File: src/rtl/core/sha_pkg.sv
// shared types, round constants and initial hash values for the sha-256 hasher
package sha_pkg;

    typedef logic [31:0]      t_word;
    typedef logic [7:0][31:0] t_chain;

    typedef enum logic [1:0] {
        SCH_IDLE,
        SCH_BYTE,
        SCH_PAD,
        SCH_SHIFT
    } t_sched_op;

    typedef enum logic [2:0] {
        CORE_IDLE,
        CORE_LOAD,
        CORE_ROUND,
        CORE_FOLD,
        CORE_INIT
    } t_core_op;

    typedef struct packed {
        t_sched_op   op;
        logic [5:0]  fill;
        logic [7:0]  data;
        logic        mark_placed;
        logic        with_len;
        logic [63:0] bit_len;
    } t_sched_ctrl;

    typedef struct packed {
        t_core_op   op;
        logic [5:0] round;
    } t_core_ctrl;

    localparam logic [7:0] PAD_MARK   = 8'h80;
    localparam logic [5:0] LEN_OFFSET = 6'd56;

    function automatic t_word round_k(input logic [5:0] idx);
        t_word k;
        case (idx)
            6'd0:  k = 32'h428a2f98;  6'd1:  k = 32'h71374491;
            6'd2:  k = 32'hb5c0fbcf;  6'd3:  k = 32'he9b5dba5;
            6'd4:  k = 32'h3956c25b;  6'd5:  k = 32'h59f111f1;
            6'd6:  k = 32'h923f82a4;  6'd7:  k = 32'hab1c5ed5;
            6'd8:  k = 32'hd807aa98;  6'd9:  k = 32'h12835b01;
            6'd10: k = 32'h243185be;  6'd11: k = 32'h550c7dc3;
            6'd12: k = 32'h72be5d74;  6'd13: k = 32'h80deb1fe;
            6'd14: k = 32'h9bdc06a7;  6'd15: k = 32'hc19bf174;
            6'd16: k = 32'he49b69c1;  6'd17: k = 32'hefbe4786;
            6'd18: k = 32'h0fc19dc6;  6'd19: k = 32'h240ca1cc;
            6'd20: k = 32'h2de92c6f;  6'd21: k = 32'h4a7484aa;
            6'd22: k = 32'h5cb0a9dc;  6'd23: k = 32'h76f988da;
            6'd24: k = 32'h983e5152;  6'd25: k = 32'ha831c66d;
            6'd26: k = 32'hb00327c8;  6'd27: k = 32'hbf597fc7;
            6'd28: k = 32'hc6e00bf3;  6'd29: k = 32'hd5a79147;
            6'd30: k = 32'h06ca6351;  6'd31: k = 32'h14292967;
            6'd32: k = 32'h27b70a85;  6'd33: k = 32'h2e1b2138;
            6'd34: k = 32'h4d2c6dfc;  6'd35: k = 32'h53380d13;
            6'd36: k = 32'h650a7354;  6'd37: k = 32'h766a0abb;
            6'd38: k = 32'h81c2c92e;  6'd39: k = 32'h92722c85;
            6'd40: k = 32'ha2bfe8a1;  6'd41: k = 32'ha81a664b;
            6'd42: k = 32'hc24b8b70;  6'd43: k = 32'hc76c51a3;
            6'd44: k = 32'hd192e819;  6'd45: k = 32'hd6990624;
            6'd46: k = 32'hf40e3585;  6'd47: k = 32'h106aa070;
            6'd48: k = 32'h19a4c116;  6'd49: k = 32'h1e376c08;
            6'd50: k = 32'h2748774c;  6'd51: k = 32'h34b0bcb5;
            6'd52: k = 32'h391c0cb3;  6'd53: k = 32'h4ed8aa4a;
            6'd54: k = 32'h5b9cca4f;  6'd55: k = 32'h682e6ff3;
            6'd56: k = 32'h748f82ee;  6'd57: k = 32'h78a5636f;
            6'd58: k = 32'h84c87814;  6'd59: k = 32'h8cc70208;
            6'd60: k = 32'h90befffa;  6'd61: k = 32'ha4506ceb;
            6'd62: k = 32'hbef9a3f7;  6'd63: k = 32'hc67178f2;
            default: k = 32'h0;
        endcase
        return k;
    endfunction

    function automatic t_word init_hash(input logic [2:0] idx);
        t_word h;
        case (idx)
            3'd0: h = 32'h6a09e667;
            3'd1: h = 32'hbb67ae85;
            3'd2: h = 32'h3c6ef372;
            3'd3: h = 32'ha54ff53a;
            3'd4: h = 32'h510e527f;
            3'd5: h = 32'h9b05688c;
            3'd6: h = 32'h1f83d9ab;
            3'd7: h = 32'h5be0cd19;
            default: h = 32'h0;
        endcase
        return h;
    endfunction

endpackage

File: src/rtl/core/sha_sched.sv
// block buffer and message schedule window: byte fill, padding and per-round shift
module sha_sched (
    input  logic                 i_clk,
    input  sha_pkg::t_sched_ctrl i_ctrl,
    output sha_pkg::t_word       o_w0
);

    sha_pkg::t_word r_win [16];
    sha_pkg::t_word n_win [16];
    sha_pkg::t_word w_new;
    sha_pkg::t_word s0;
    sha_pkg::t_word s1;

    assign s0 = {r_win[1][6:0], r_win[1][31:7]} ^ {r_win[1][17:0], r_win[1][31:18]}
              ^ (r_win[1] >> 3);
    assign s1 = {r_win[14][16:0], r_win[14][31:17]} ^ {r_win[14][18:0], r_win[14][31:19]}
              ^ (r_win[14] >> 10);
    assign w_new = s1 + r_win[9] + s0 + r_win[0];
    assign o_w0  = r_win[0];

    always_comb begin
        logic [5:0] v_pos;
        v_pos = 6'd0;
        for (int i = 0; i < 16; i++) n_win[i] = r_win[i];
        case (i_ctrl.op)
            sha_pkg::SCH_BYTE: begin
                // byte 0 of a word sits in the top lane
                for (int l = 0; l < 4; l++) begin
                    if (i_ctrl.fill[1:0] == 2'(l))
                        n_win[i_ctrl.fill[5:2]][31 - 8 * l -: 8] = i_ctrl.data;
                end
            end
            sha_pkg::SCH_PAD: begin
                for (int w = 0; w < 16; w++) begin
                    for (int l = 0; l < 4; l++) begin
                        v_pos = 6'(w * 4 + l);
                        if (i_ctrl.mark_placed)
                            n_win[w][31 - 8 * l -: 8] = 8'h00;
                        else if (v_pos == i_ctrl.fill)
                            n_win[w][31 - 8 * l -: 8] = sha_pkg::PAD_MARK;
                        else if (v_pos > i_ctrl.fill)
                            n_win[w][31 - 8 * l -: 8] = 8'h00;
                    end
                end
                if (i_ctrl.with_len) begin
                    n_win[14] = i_ctrl.bit_len[63:32];
                    n_win[15] = i_ctrl.bit_len[31:0];
                end
            end
            sha_pkg::SCH_SHIFT: begin
                for (int i = 0; i < 15; i++) n_win[i] = r_win[i + 1];
                n_win[15] = w_new;
            end
            default: ;
        endcase
    end

    always_ff @(posedge i_clk) begin
        for (int i = 0; i < 16; i++) r_win[i] <= n_win[i];
    end

endmodule

File: src/rtl/core/sha_core.sv
// compression round unit with working variables and chaining words
module sha_core (
    input  logic                i_clk,
    input  logic                i_rst_n,
    input  sha_pkg::t_core_ctrl i_ctrl,
    input  sha_pkg::t_word      i_w,
    output sha_pkg::t_chain     o_chain
);

    sha_pkg::t_chain r_chain;
    sha_pkg::t_chain n_chain;
    sha_pkg::t_chain r_v;
    sha_pkg::t_chain n_v;

    sha_pkg::t_word big0, big1, choose, major, t1, t2;
    sha_pkg::t_word va, vb, vc, ve, vf, vg, vh;

    assign va = r_v[0];
    assign vb = r_v[1];
    assign vc = r_v[2];
    assign ve = r_v[4];
    assign vf = r_v[5];
    assign vg = r_v[6];
    assign vh = r_v[7];

    assign big1   = {ve[5:0], ve[31:6]} ^ {ve[10:0], ve[31:11]} ^ {ve[24:0], ve[31:25]};
    assign choose = (ve & vf) ^ (~ve & vg);
    assign t1     = vh + big1 + choose + sha_pkg::round_k(i_ctrl.round) + i_w;
    assign big0   = {va[1:0], va[31:2]} ^ {va[12:0], va[31:13]} ^ {va[21:0], va[31:22]};
    assign major  = (va & vb) ^ (va & vc) ^ (vb & vc);
    assign t2     = big0 + major;

    assign o_chain = r_chain;

    always_comb begin
        n_chain = r_chain;
        n_v     = r_v;
        case (i_ctrl.op)
            sha_pkg::CORE_LOAD:  n_v = r_chain;
            sha_pkg::CORE_ROUND: begin
                n_v[7] = r_v[6];
                n_v[6] = r_v[5];
                n_v[5] = r_v[4];
                n_v[4] = r_v[3] + t1;
                n_v[3] = r_v[2];
                n_v[2] = r_v[1];
                n_v[1] = r_v[0];
                n_v[0] = t1 + t2;
            end
            sha_pkg::CORE_FOLD: begin
                for (int i = 0; i < 8; i++) n_chain[i] = r_chain[i] + r_v[i];
            end
            sha_pkg::CORE_INIT: begin
                for (int i = 0; i < 8; i++) n_chain[i] = sha_pkg::init_hash(3'(i));
            end
            default: ;
        endcase
    end

    always_ff @(posedge i_clk) begin
        if (!i_rst_n) begin
            for (int i = 0; i < 8; i++) r_chain[i] <= sha_pkg::init_hash(3'(i));
        end else begin
            r_chain <= n_chain;
        end
        r_v <= n_v;
    end

endmodule

File: src/rtl/core/sha256_stream_hasher.sv
// top level: byte intake, padding sequencer and digest output
// Takes one message byte per transfer and computes SHA-256 over the stream. A byte
// that does not complete a 64-byte block is written into the block buffer. The transfer
// that completes a block holds the input while the single round unit runs the 64
// rounds at one per cycle and a fold step then adds the result into the chaining words.
// A transfer with end_of_message (with or without a byte) adds one padding step and
// one compression, or two of each when fewer than nine bytes of room remain in the
// block, after any compression that its own byte triggers. The digest then leaves as
// eight 32-bit words, index 0 first, one per output transfer, and the hasher restarts
// for the next message once the last word is taken. Input stall is high from the
// accepted transfer that starts work until the fold of its compression, or, for a
// transfer with end_of_message, until the last digest word is taken.
module sha256_stream_hasher (
    input  logic        i_clk,
    input  logic        i_rst_n,
    input  logic        i_in_valid,
    output logic        o_in_stall,
    input  logic [7:0]  i_data_byte,
    input  logic        i_byte_valid,
    input  logic        i_end_of_message,
    output logic        o_out_valid,
    input  logic        i_out_stall,
    output logic [31:0] o_digest_word,
    output logic [2:0]  o_word_index,
    output logic        o_last_word
);

    typedef enum logic [4:0] {
        ST_IDLE = 5'b00001,
        ST_PAD  = 5'b00010,
        ST_COMP = 5'b00100,
        ST_FOLD = 5'b01000,
        ST_EMIT = 5'b10000
    } t_state;

    t_state      r_state, n_state;
    logic [5:0]  r_fill, n_fill;
    logic [60:0] r_bytes, n_bytes;
    logic [5:0]  r_round, n_round;
    logic [2:0]  r_idx, n_idx;
    logic        r_pending, n_pending;
    logic        r_final, n_final;
    logic        r_mark, n_mark;

    sha_pkg::t_sched_ctrl sched_ctrl;
    sha_pkg::t_core_ctrl  core_ctrl;
    sha_pkg::t_word       w0;
    sha_pkg::t_chain      chain;

    logic in_xfer;
    logic out_xfer;
    logic fits_len;

    assign o_in_stall  = (r_state != ST_IDLE);
    assign o_out_valid = (r_state == ST_EMIT);
    assign in_xfer     = i_in_valid && !o_in_stall;
    assign out_xfer    = o_out_valid && !i_out_stall;

    assign o_digest_word = chain[r_idx];
    assign o_word_index  = r_idx;
    assign o_last_word   = (r_idx == 3'd7);

    // length goes into this block if the end mark is already out or it leaves room
    assign fits_len = r_mark || (r_fill < sha_pkg::LEN_OFFSET);

    sha_sched u_sched (
        .i_clk  (i_clk),
        .i_ctrl (sched_ctrl),
        .o_w0   (w0)
    );

    sha_core u_core (
        .i_clk   (i_clk),
        .i_rst_n (i_rst_n),
        .i_ctrl  (core_ctrl),
        .i_w     (w0),
        .o_chain (chain)
    );

    always_comb begin
        n_state   = r_state;
        n_fill    = r_fill;
        n_bytes   = r_bytes;
        n_round   = r_round;
        n_idx     = r_idx;
        n_pending = r_pending;
        n_final   = r_final;
        n_mark    = r_mark;

        sched_ctrl.op          = sha_pkg::SCH_IDLE;
        sched_ctrl.fill        = r_fill;
        sched_ctrl.data        = i_data_byte;
        sched_ctrl.mark_placed = r_mark;
        sched_ctrl.with_len    = fits_len;
        sched_ctrl.bit_len     = {r_bytes, 3'b000};
        core_ctrl.op           = sha_pkg::CORE_IDLE;
        core_ctrl.round        = r_round;

        case (r_state)
            ST_IDLE: begin
                if (in_xfer) begin
                    if (i_byte_valid) begin
                        sched_ctrl.op = sha_pkg::SCH_BYTE;
                        n_fill  = r_fill + 6'd1;
                        n_bytes = r_bytes + 61'd1;
                        if (r_fill == 6'd63) begin
                            core_ctrl.op = sha_pkg::CORE_LOAD;
                            n_round   = 6'd0;
                            n_pending = i_end_of_message;
                            n_final   = 1'b0;
                            n_state   = ST_COMP;
                        end else if (i_end_of_message) begin
                            n_state = ST_PAD;
                        end
                    end else if (i_end_of_message) begin
                        n_state = ST_PAD;
                    end
                end
            end
            ST_PAD: begin
                sched_ctrl.op = sha_pkg::SCH_PAD;
                core_ctrl.op  = sha_pkg::CORE_LOAD;
                n_round   = 6'd0;
                n_final   = fits_len;
                n_pending = !fits_len;
                n_mark    = 1'b1;
                n_state   = ST_COMP;
            end
            ST_COMP: begin
                sched_ctrl.op = sha_pkg::SCH_SHIFT;
                core_ctrl.op  = sha_pkg::CORE_ROUND;
                n_round = r_round + 6'd1;
                if (r_round == 6'd63) n_state = ST_FOLD;
            end
            ST_FOLD: begin
                core_ctrl.op = sha_pkg::CORE_FOLD;
                n_idx = 3'd0;
                if (r_final)        n_state = ST_EMIT;
                else if (r_pending) n_state = ST_PAD;
                else                n_state = ST_IDLE;
            end
            ST_EMIT: begin
                if (out_xfer) begin
                    n_idx = r_idx + 3'd1;
                    if (r_idx == 3'd7) begin
                        // restart for the next message
                        core_ctrl.op = sha_pkg::CORE_INIT;
                        n_fill    = 6'd0;
                        n_bytes   = 61'd0;
                        n_pending = 1'b0;
                        n_final   = 1'b0;
                        n_mark    = 1'b0;
                        n_state   = ST_IDLE;
                    end
                end
            end
            default: n_state = ST_IDLE;
        endcase
    end

    always_ff @(posedge i_clk) begin
        if (!i_rst_n) begin
            r_state   <= ST_IDLE;
            r_fill    <= 6'd0;
            r_bytes   <= 61'd0;
            r_round   <= 6'd0;
            r_idx     <= 3'd0;
            r_pending <= 1'b0;
            r_final   <= 1'b0;
            r_mark    <= 1'b0;
        end else begin
            r_state   <= n_state;
            r_fill    <= n_fill;
            r_bytes   <= n_bytes;
            r_round   <= n_round;
            r_idx     <= n_idx;
            r_pending <= n_pending;
            r_final   <= n_final;
            r_mark    <= n_mark;
        end
    end

    a_no_intake_while_emitting: assert property (@(posedge i_clk) disable iff (!i_rst_n)
        o_out_valid |-> o_in_stall)
        else $error("input open while digest words pending");

    a_word_order: assert property (@(posedge i_clk) disable iff (!i_rst_n)
        (out_xfer && !o_last_word) |=>
            (o_out_valid && o_word_index == $past(o_word_index) + 3'd1))
        else $error("digest word sequence broken");

    a_restart: assert property (@(posedge i_clk) disable iff (!i_rst_n)
        (out_xfer && o_last_word) |=>
            (!o_out_valid && !o_in_stall && r_fill == 6'd0 && r_bytes == 61'd0))
        else $error("no clean restart after last digest word");

    a_rounds_end: assert property (@(posedge i_clk) disable iff (!i_rst_n)
        (r_state == ST_COMP && r_round == 6'd63) |=> (r_state == ST_FOLD))
        else $error("compression did not end after 64 rounds");

endmodule
File: config.mk
export PLATFORM = sky130hd
export DESIGN_NAME = sha256_stream_hasher
export DESIGN_NICKNAME = d
export VERILOG_FILES = /design/src/rtl/core/sha_pkg.sv /design/src/rtl/core/sha_sched.sv /design/src/rtl/core/sha_core.sv /design/src/rtl/core/sha256_stream_hasher.sv
export SDC_FILE = /design/constraint.sdc
export NUM_CORES = 2
export LEC_CHECK = 0
export ABC_CLOCK_PERIOD_IN_PS = 12050
export BUFFER_PORTS_ARGS = -buffer_cell sky130_fd_sc_hd__clkbuf_2
export CAP_MARGIN = 20
export CORE_MARGIN = 2
export CORE_UTILIZATION = 32
export CTS_BUF_LIST = sky130_fd_sc_hd__clkbuf_8 sky130_fd_sc_hd__clkbuf_16
export CTS_CLUSTER_DIAMETER = 50
export DETAILED_ROUTE_END_ITERATION = 8
export RECOVER_POWER = 100
export SYNTH_ARGS = -nofsm -noshare
export SYNTH_HDL_FRONTEND = slang
export SYNTH_SLANG_ARGS = --single-unit
File: constraint.sdc
create_clock -name i_clk -period 12.05 [get_ports i_clk]
set_input_delay 1.205 -clock i_clk [delete_from_list [all_inputs] [get_ports i_clk]]
set_output_delay 1.205 -clock i_clk [all_outputs]
set_load 0.005 [all_outputs]
### After elaboration in Yosys (flattened, before gate mapping)

Memory sizes are Yosys's and may differ from the RTL's. A register that Yosys moved wholly into a read port is not among the register bits.
Cells that the tools add are included.

| storage, ports and cells | value |
|---|---|
| register bits after elaboration | 596 |
| bits in writable memories | 512 |
| memory bits (read-only) | 2048 |
| output and inout bits | 38 |
| logic and storage cells | 509 |
| memories kept | 2 |

Memories:

| name | depth | width | rd ports | clocked after memory_dff | write ports | line | text |
|---|---|---|---|---|---|---|---|
| (name not given) | 64 | 32 | 1 | 1 | 0 | sha_pkg.sv:41 | `case (idx)` |
| u_sched.r_win | 16 | 32 | 16 | 0 | 16 | sha_sched.sv:8 | `sha_pkg::t_word r_win [16];` |

| cells by class | value |
|---|---|
| add/subtract/negate cells | 22 |
| magnitude comparators | 68 |
| equality and inequality tests | 88 |
| multiplexer cells | 265 |
| bitwise logic cells | 18 |
| reductions and logical operators | 22 |

Operator list:

| kind | count |
|---|---|
| 512-bit two-way mux | 7 |
| 512-bit bitwise mux | 4 |
| 8-bit two-way mux | 193 |
| 512-bit case mux with 3 select lines | 1 |
| 256-bit case mux with 2 select lines | 2 |
| 32-bit adder | 18 |
| 32-bit demux with 4-bit select | 4 |
| 32-bit bitwise XOR | 9 |
| 61-bit two-way mux | 4 |
| 6-bit equality test, first input constant | 32 |
| 6-bit greater-than comparator, first input constant | 32 |
| 32-bit bitwise AND | 5 |
| 61-bit case mux with 2 select lines | 1 |
| 32-bit binary-select mux with 3-bit select | 1 |
| 5-bit by 6-bit equality test with 1-bit output, first input constant | 16 |
| 5-bit by 6-bit greater-than comparator with 1-bit output, first input constant | 16 |
| 32-bit two-way mux | 2 |
| 64-bit two-way mux | 1 |
| 61-bit by 1-bit adder with 61-bit output, second input constant | 1 |
| 6-bit two-way mux | 9 |
| 4-bit by 6-bit equality test with 1-bit output, first input constant | 8 |
| 4-bit by 6-bit greater-than comparator with 1-bit output, first input constant | 8 |
| 5-bit two-way mux | 8 |
| 32-bit NOT | 1 |
| 54 further kinds | 100 |

### Longest topological paths before layout

| logic depth | value |
|---|---|
| depth in word-level cells | 17 |
| depth in mapped cells | 31 |
| depth with buffers taken out | 31 |

### By module

A second synthesis with hierarchy kept.

| unflattened totals | value |
|---|---|
| cell total of the unflattened synthesis | 8129 |
| area total of the unflattened synthesis | 76661.0 sq um |

Modules (own cells, without submodules):

| module | times used | cells an instance | area each (sq um) | sequential area each (sq um) |
|---|---|---|---|---|
| sha_core | 1 | 5197 | 43161.4 | 12812.3 |
| sha_sched | 1 | 2289 | 27333.7 | 15374.7 |
| sha256_stream_hasher | 1 | 643 | 6165.9 | 1681.6 |

### Least setup slack after synthesis

No wires, ideal clock.

| timing | value |
|---|---|
| path kind | input -> register |
| start point | in i_in_valid |
| end point | reg u_core.r_v[100] in the netlist's numbering (enable) |
| library setup time | 0.607 ns |
| arrival | 6.822 ns |
| data required time | 11.443 ns |
| setup slack | 4.620 ns |
| stages on the path | 5 |
| buffers on the path | 1 |
| cells stage by stage | inv_1 o22a_1 or3_1 buf_6 inv_1 |

| between the ends | value |
|---|---|
| cells in the longest elaborated chain, start to end | 5 |
| elaborated cells between the ends (all ways) | 6 |
| those cells by class | eq/ne (2); mux (2); reduce/logical (2) |

RTL lines:

| what | line | text |
|---|---|---|
| from (decl) | sha256_stream_hasher.sv:16 | `input logic i_in_valid,` |
| 1-bit logical AND * | sha256_stream_hasher.sv:56 | `assign in_xfer = i_in_valid && !o_in_stall;` |
| 1-bit two-way mux * | sha256_stream_hasher.sv:101 | `if (in_xfer) begin` |
| 3-bit case mux with 5 select lines * | sha256_stream_hasher.sv:99 | `case (r_state)` |
| 3-bit by 1-bit equality test with 1-bit output or 3-bit by 2-bit equality test with 1-bit output (tied branches) | sha_core.sv:38 | `case (i_ctrl.op)` |
| 2-bit nonzero test (no source line) * | -- |  |
| to (signal assigned) | sha_core.sv:66 | `r_v <= n_v;` |
| to (decl) | sha_core.sv:12 | `sha_pkg::t_chain r_v;` |

Every way passes the cells marked *; elsewhere a longest branch is shown, timed or not.
A chain may end at the register's enable or synchronous reset.

### Worst setup path after layout

| timing | value |
|---|---|
| start point | reg r_fill[2] |
| end point | reg u_core.r_v, in the netlist u_core.vc[19] (enable) |

| between the ends | value |
|---|---|
| cells in the longest elaborated chain, start to end | 7 |
| elaborated cells between the ends (all ways) | 8 |
| those cells by class | eq/ne (3); mux (4); reduce/logical (1) |

RTL lines:

| what | line | text |
|---|---|---|
| from (decl) | sha256_stream_hasher.sv:37 | `logic [5:0] r_fill, n_fill;` |
| from (signal assigned) | sha256_stream_hasher.sv:173 | `r_fill <= n_fill;` |
| 6-bit equality test * | sha256_stream_hasher.sv:106 | `if (r_fill == 6'd63) begin` |
| 1-bit two-way mux * | sha256_stream_hasher.sv:106 |  |
| 1-bit two-way mux * | sha256_stream_hasher.sv:102 | `if (i_byte_valid) begin` |
| 1-bit two-way mux * | sha256_stream_hasher.sv:101 |  |
| 3-bit case mux with 5 select lines * | sha256_stream_hasher.sv:99 |  |
| 3-bit by 1-bit equality test with 1-bit output or 3-bit by 2-bit equality test with 1-bit output (tied branches) | sha_core.sv:38 |  |
| 2-bit nonzero test (no source line) * | -- |  |

Marked as above.

==> flow_summary.json <==
{
  "status": "finished, violations left",
  "violations": "max-capacitance violations, max-slew violations",
  "hold_viol": 0,
  "cap_violations": 48,
  "synth_area_leaders": "edfxtp_1 (30%), dfxtp_1 (9.8%), nand2_1 (7.3%)",
  "register_area_um2": 30500,
  "start_util_pct": 32.2,
  "synth.distinct_cells": 98,
  "n_fill_cell": 24000,
  "holdBufCountCts": 0,
  "place.gp.congestion": 0.966,
  "die_h_um": 491,
  "dp_cells": 11100,
  "layout_min_cycle_time_ns": 9.46,
  "ys_ff_latch": 1140,
  "antenna_found_initial": 12,
  "leakagePower_nw": 30.9,
  "post_cts_resize_count": 0,
  "avgSynthCellArea_um2": 9.25,
  "clock_latency_ns": 0.86,
  "ant_nets": 0,
  "ff2ff_setup_slack_ns": 2.59,
  "rsz0062_at_grt": "false",
  "cts_root_buf": "clkbuf_16",
  "cp_data_arrival_time_ns": 9.79,
  "io_pins": 52,
  "die_area_um2": 241000,
  "grt_first_pass_wirelength_um": 423000,
  "track_usage_pct": 23.3,
  "port_buffers": 51,
  "p_int_mw": 14.6,
  "hp-class": "reg -> reg",
  "yosys_warnings": 0,
  "p_sw_mw": 13.2,
  "period_share_pct": 78.5,
  "grt_overflow_total": 0,
  "wl_per_cell_um": 25.6,
  "relSlewSlack_pct": -199,
  "endpoint_kind": "register",
  "multi_input_area_um2": 42100,
  "worst_slack_ns": 2.59,
  "finalWirelength_um": 291000,
  "crit_fanout": 69,
  "numClockSinks": 1140,
  "syn_nets": 8809,
  "power_density_nw_per_um2": 330,
  "drt-initial-drc-count": 7397,
  "rows": 178,
  "pwr-share-seq_pct": 17.7,
  "final_max_slew_viol_count": 2388,
  "start_kind": "register",
  "yosysMostFrequentCell": "nand2_1",
  "seq_area_frac_synth_pct": 40.2,
  "critPathSlowestCell": "clkbuf_1",
  "synth_common_cells": "nand2_1 (1480), edfxtp_1 (768), o21ai_0 (731)",
  "worstPathCellList": "clkbuf_1 -> and4_1 -> clkbuf_1 -> a311oi_1 -> or3_1 -> clkinvlp_2 -> clkbuf_1",
  "cts_buffers": 161,
  "synth-async-reset-ratio_pct": 0,
  "detail_route.vias_per_cell": 5.72,
  "power_frac_clock_pct": 17.0,
  "cts_tree": "yes",
  "post_cts_buffers": 0,
  "synth.top_cell.area_share_pct": 30.4,
  "post-dp-hpwl_um": 211000,
  "p_comb_share_pct": 65.2,
  "cts_buffer_depth": 3,
  "pre_cts_slack_ns": 4.52,
  "fmax_ghz": 0.106,
  "peakVddDrop_uv": 482,
  "final.setup.tns_ns": 0,
  "critPathRequiredTime_ns": 12.38,
  "crit_type": "reg -> reg",
  "synth_edf_count": 768,
  "setup_violations": 0,
  "nets": 8682,
  "path_common_cell": "clkbuf_1",
  "placed_area_um2": 79300,
  "syn-cell-area_um2": 75900,
  "fp.dieW_um": 491,
  "final_layout_size_suffix_gt1_share_pct": 6.33,
  "grt_pass1_vias": 62100,
  "coreArea_um2": 236000,
  "drc_errors": 0,
  "fin_cells": 11400,
  "htreeDepth": 4,
  "fin_area_um2": 84400,
  "p_sw_share_pct": 47.4,
  "synthToLayoutAreaGrowth_pct": 11.1,
  "clk_pin_slew_ns": 0.07,
  "grt_max_degree": 225,
  "critical-path-max-stage-delay_ns": 3.04,
  "worst_pin_slew_ns": 4.49,
  "synth_top_cell_by_area": "edfxtp_1",
  "fin_worst_skew_ns": 0.0793,
  "vias": 65000,
  "first_pass_iters": 9,
  "synth_top_flop_cell": "edfxtp_1",
  "synthCells": 8204
}
==> layout by cell type, fill, tap and decap left out, types with 50 or more instances in the layout <==
cell,instances
nand2_1,1481
edfxtp_1,768
o21ai_0,738
a21oi_1,498
nor2_1,464
ha_1,396
xnor2_1,394
inv_1,393
dfxtp_1,370
xor2_1,216
fa_1,195
nand3_1,181
a21o_1,173
clkbuf_16,161
a22o_1,138
o211ai_1,114
nor3_1,95
clkbuf_1,86
a22oi_1,70
mux4_2,64
nand2b_1,62
a211oi_1,57
nor2b_1,56
a31oi_1,56
and3_1,54
buf_4,51
o21bai_1,50
==> area by class of cell <==
cell class | count | area share (%)
multi-input cells | 6221 | 50.0
flip-flops and latches | 1140 | 36.2
clock buffers | 164 | 4.82
well taps | 3150 | 4.67
inverters | 368 | 1.64
clock inverters | 138 | 1.57
repair buffers | 185 | 1.16
diodes | 6 | 0.0178
==> worst max-delay path, delay by kind of cell (launching register included) <==
| family | cells | cell delay, ns |
|---|---|---|
| simple gates | 2 | 0.92 |
| flops | 1 | 0.34 |
| compound gates | 1 | 0.41 |
| buf+inv | 4 | 7.00 |
==> worst paths after layout <==
path                                                       start                          endpoint  depth (start not counted)
worst max-delay path                      r_fill[2]$_SDFFE_PN0P_           u_core.vc[19]$_DFFE_PP_                          7
worst min-delay path            u_core.o_chain[116]$_SDFFE_PN0P_  u_core.o_chain[116]$_SDFFE_PN0P_                          2
worst max register to register            r_fill[2]$_SDFFE_PN0P_           u_core.vc[19]$_DFFE_PP_                          7
worst min register to register  u_core.o_chain[116]$_SDFFE_PN0P_  u_core.o_chain[116]$_SDFFE_PN0P_                          2
==> logic make-up (layout without fill, tap and decap cells) <==
| group | after synthesis | after routing | share of synthesized area, % |
|---|---|---|---|
| AND/OR/NAND/NOR | 2615 | 2615 | 14.9 |
| AO/OA/AOI/OAI | 2255 | 2255 | 18.8 |
| adder cells (fa/ha/maj) | 595 | 595 | 11.7 |
| multiplexers | 144 | 144 | 3.06 |
| other | 0 | 6 | 0 |
| XOR/XNOR | 612 | 612 | 7.07 |
| flip-flops | 1140 | 1140 | 40.2 |
| buffers and inverters | 843 | 855 | 4.30 |
==> metrics by stage <==
step | total power [mW] | utilization, % | hold WS, ns
global placement | 22.8 | 33.6 | 0.479
finish | 27.9 | 35.8 | 0.493
global route | 30.0 | 35.8 | 0.512
floorplan | 18.2 | - | 0.452
detailed placement | 22.9 | 33.7 | 0.489
CTS | 27.8 | 35.9 | 0.498
==> power groups by stage <==
stage	combinational, mW	clock [mW]	sequential (mW)
2_1_floorplan	13.4	0	4.80
3_3_place_gp	17.8	0	4.95
3_5_place_dp	17.9	0	4.96
4_1_cts	18.1	4.80	4.88
5_1_grt	20.1	4.97	4.95
6_report	18.2	4.75	4.94
==> layer usage <==
| layer | part of all wire (%) | global-route usage (%) | vias to the layer above |
|---|---|---|---|
| met3 | 9.0 | 4.28 | 648 |
| met1 | 41 | 31.4 | 31900 |
| met5 | 0.019 | 0 | - |
| met2 | 45 | 36.5 | 3349 |
| met4 | 4.8 | 9.94 | 8 |
| li1 | - | - | 29100 |
Note: power is estimated with default switching activity, not from simulation.
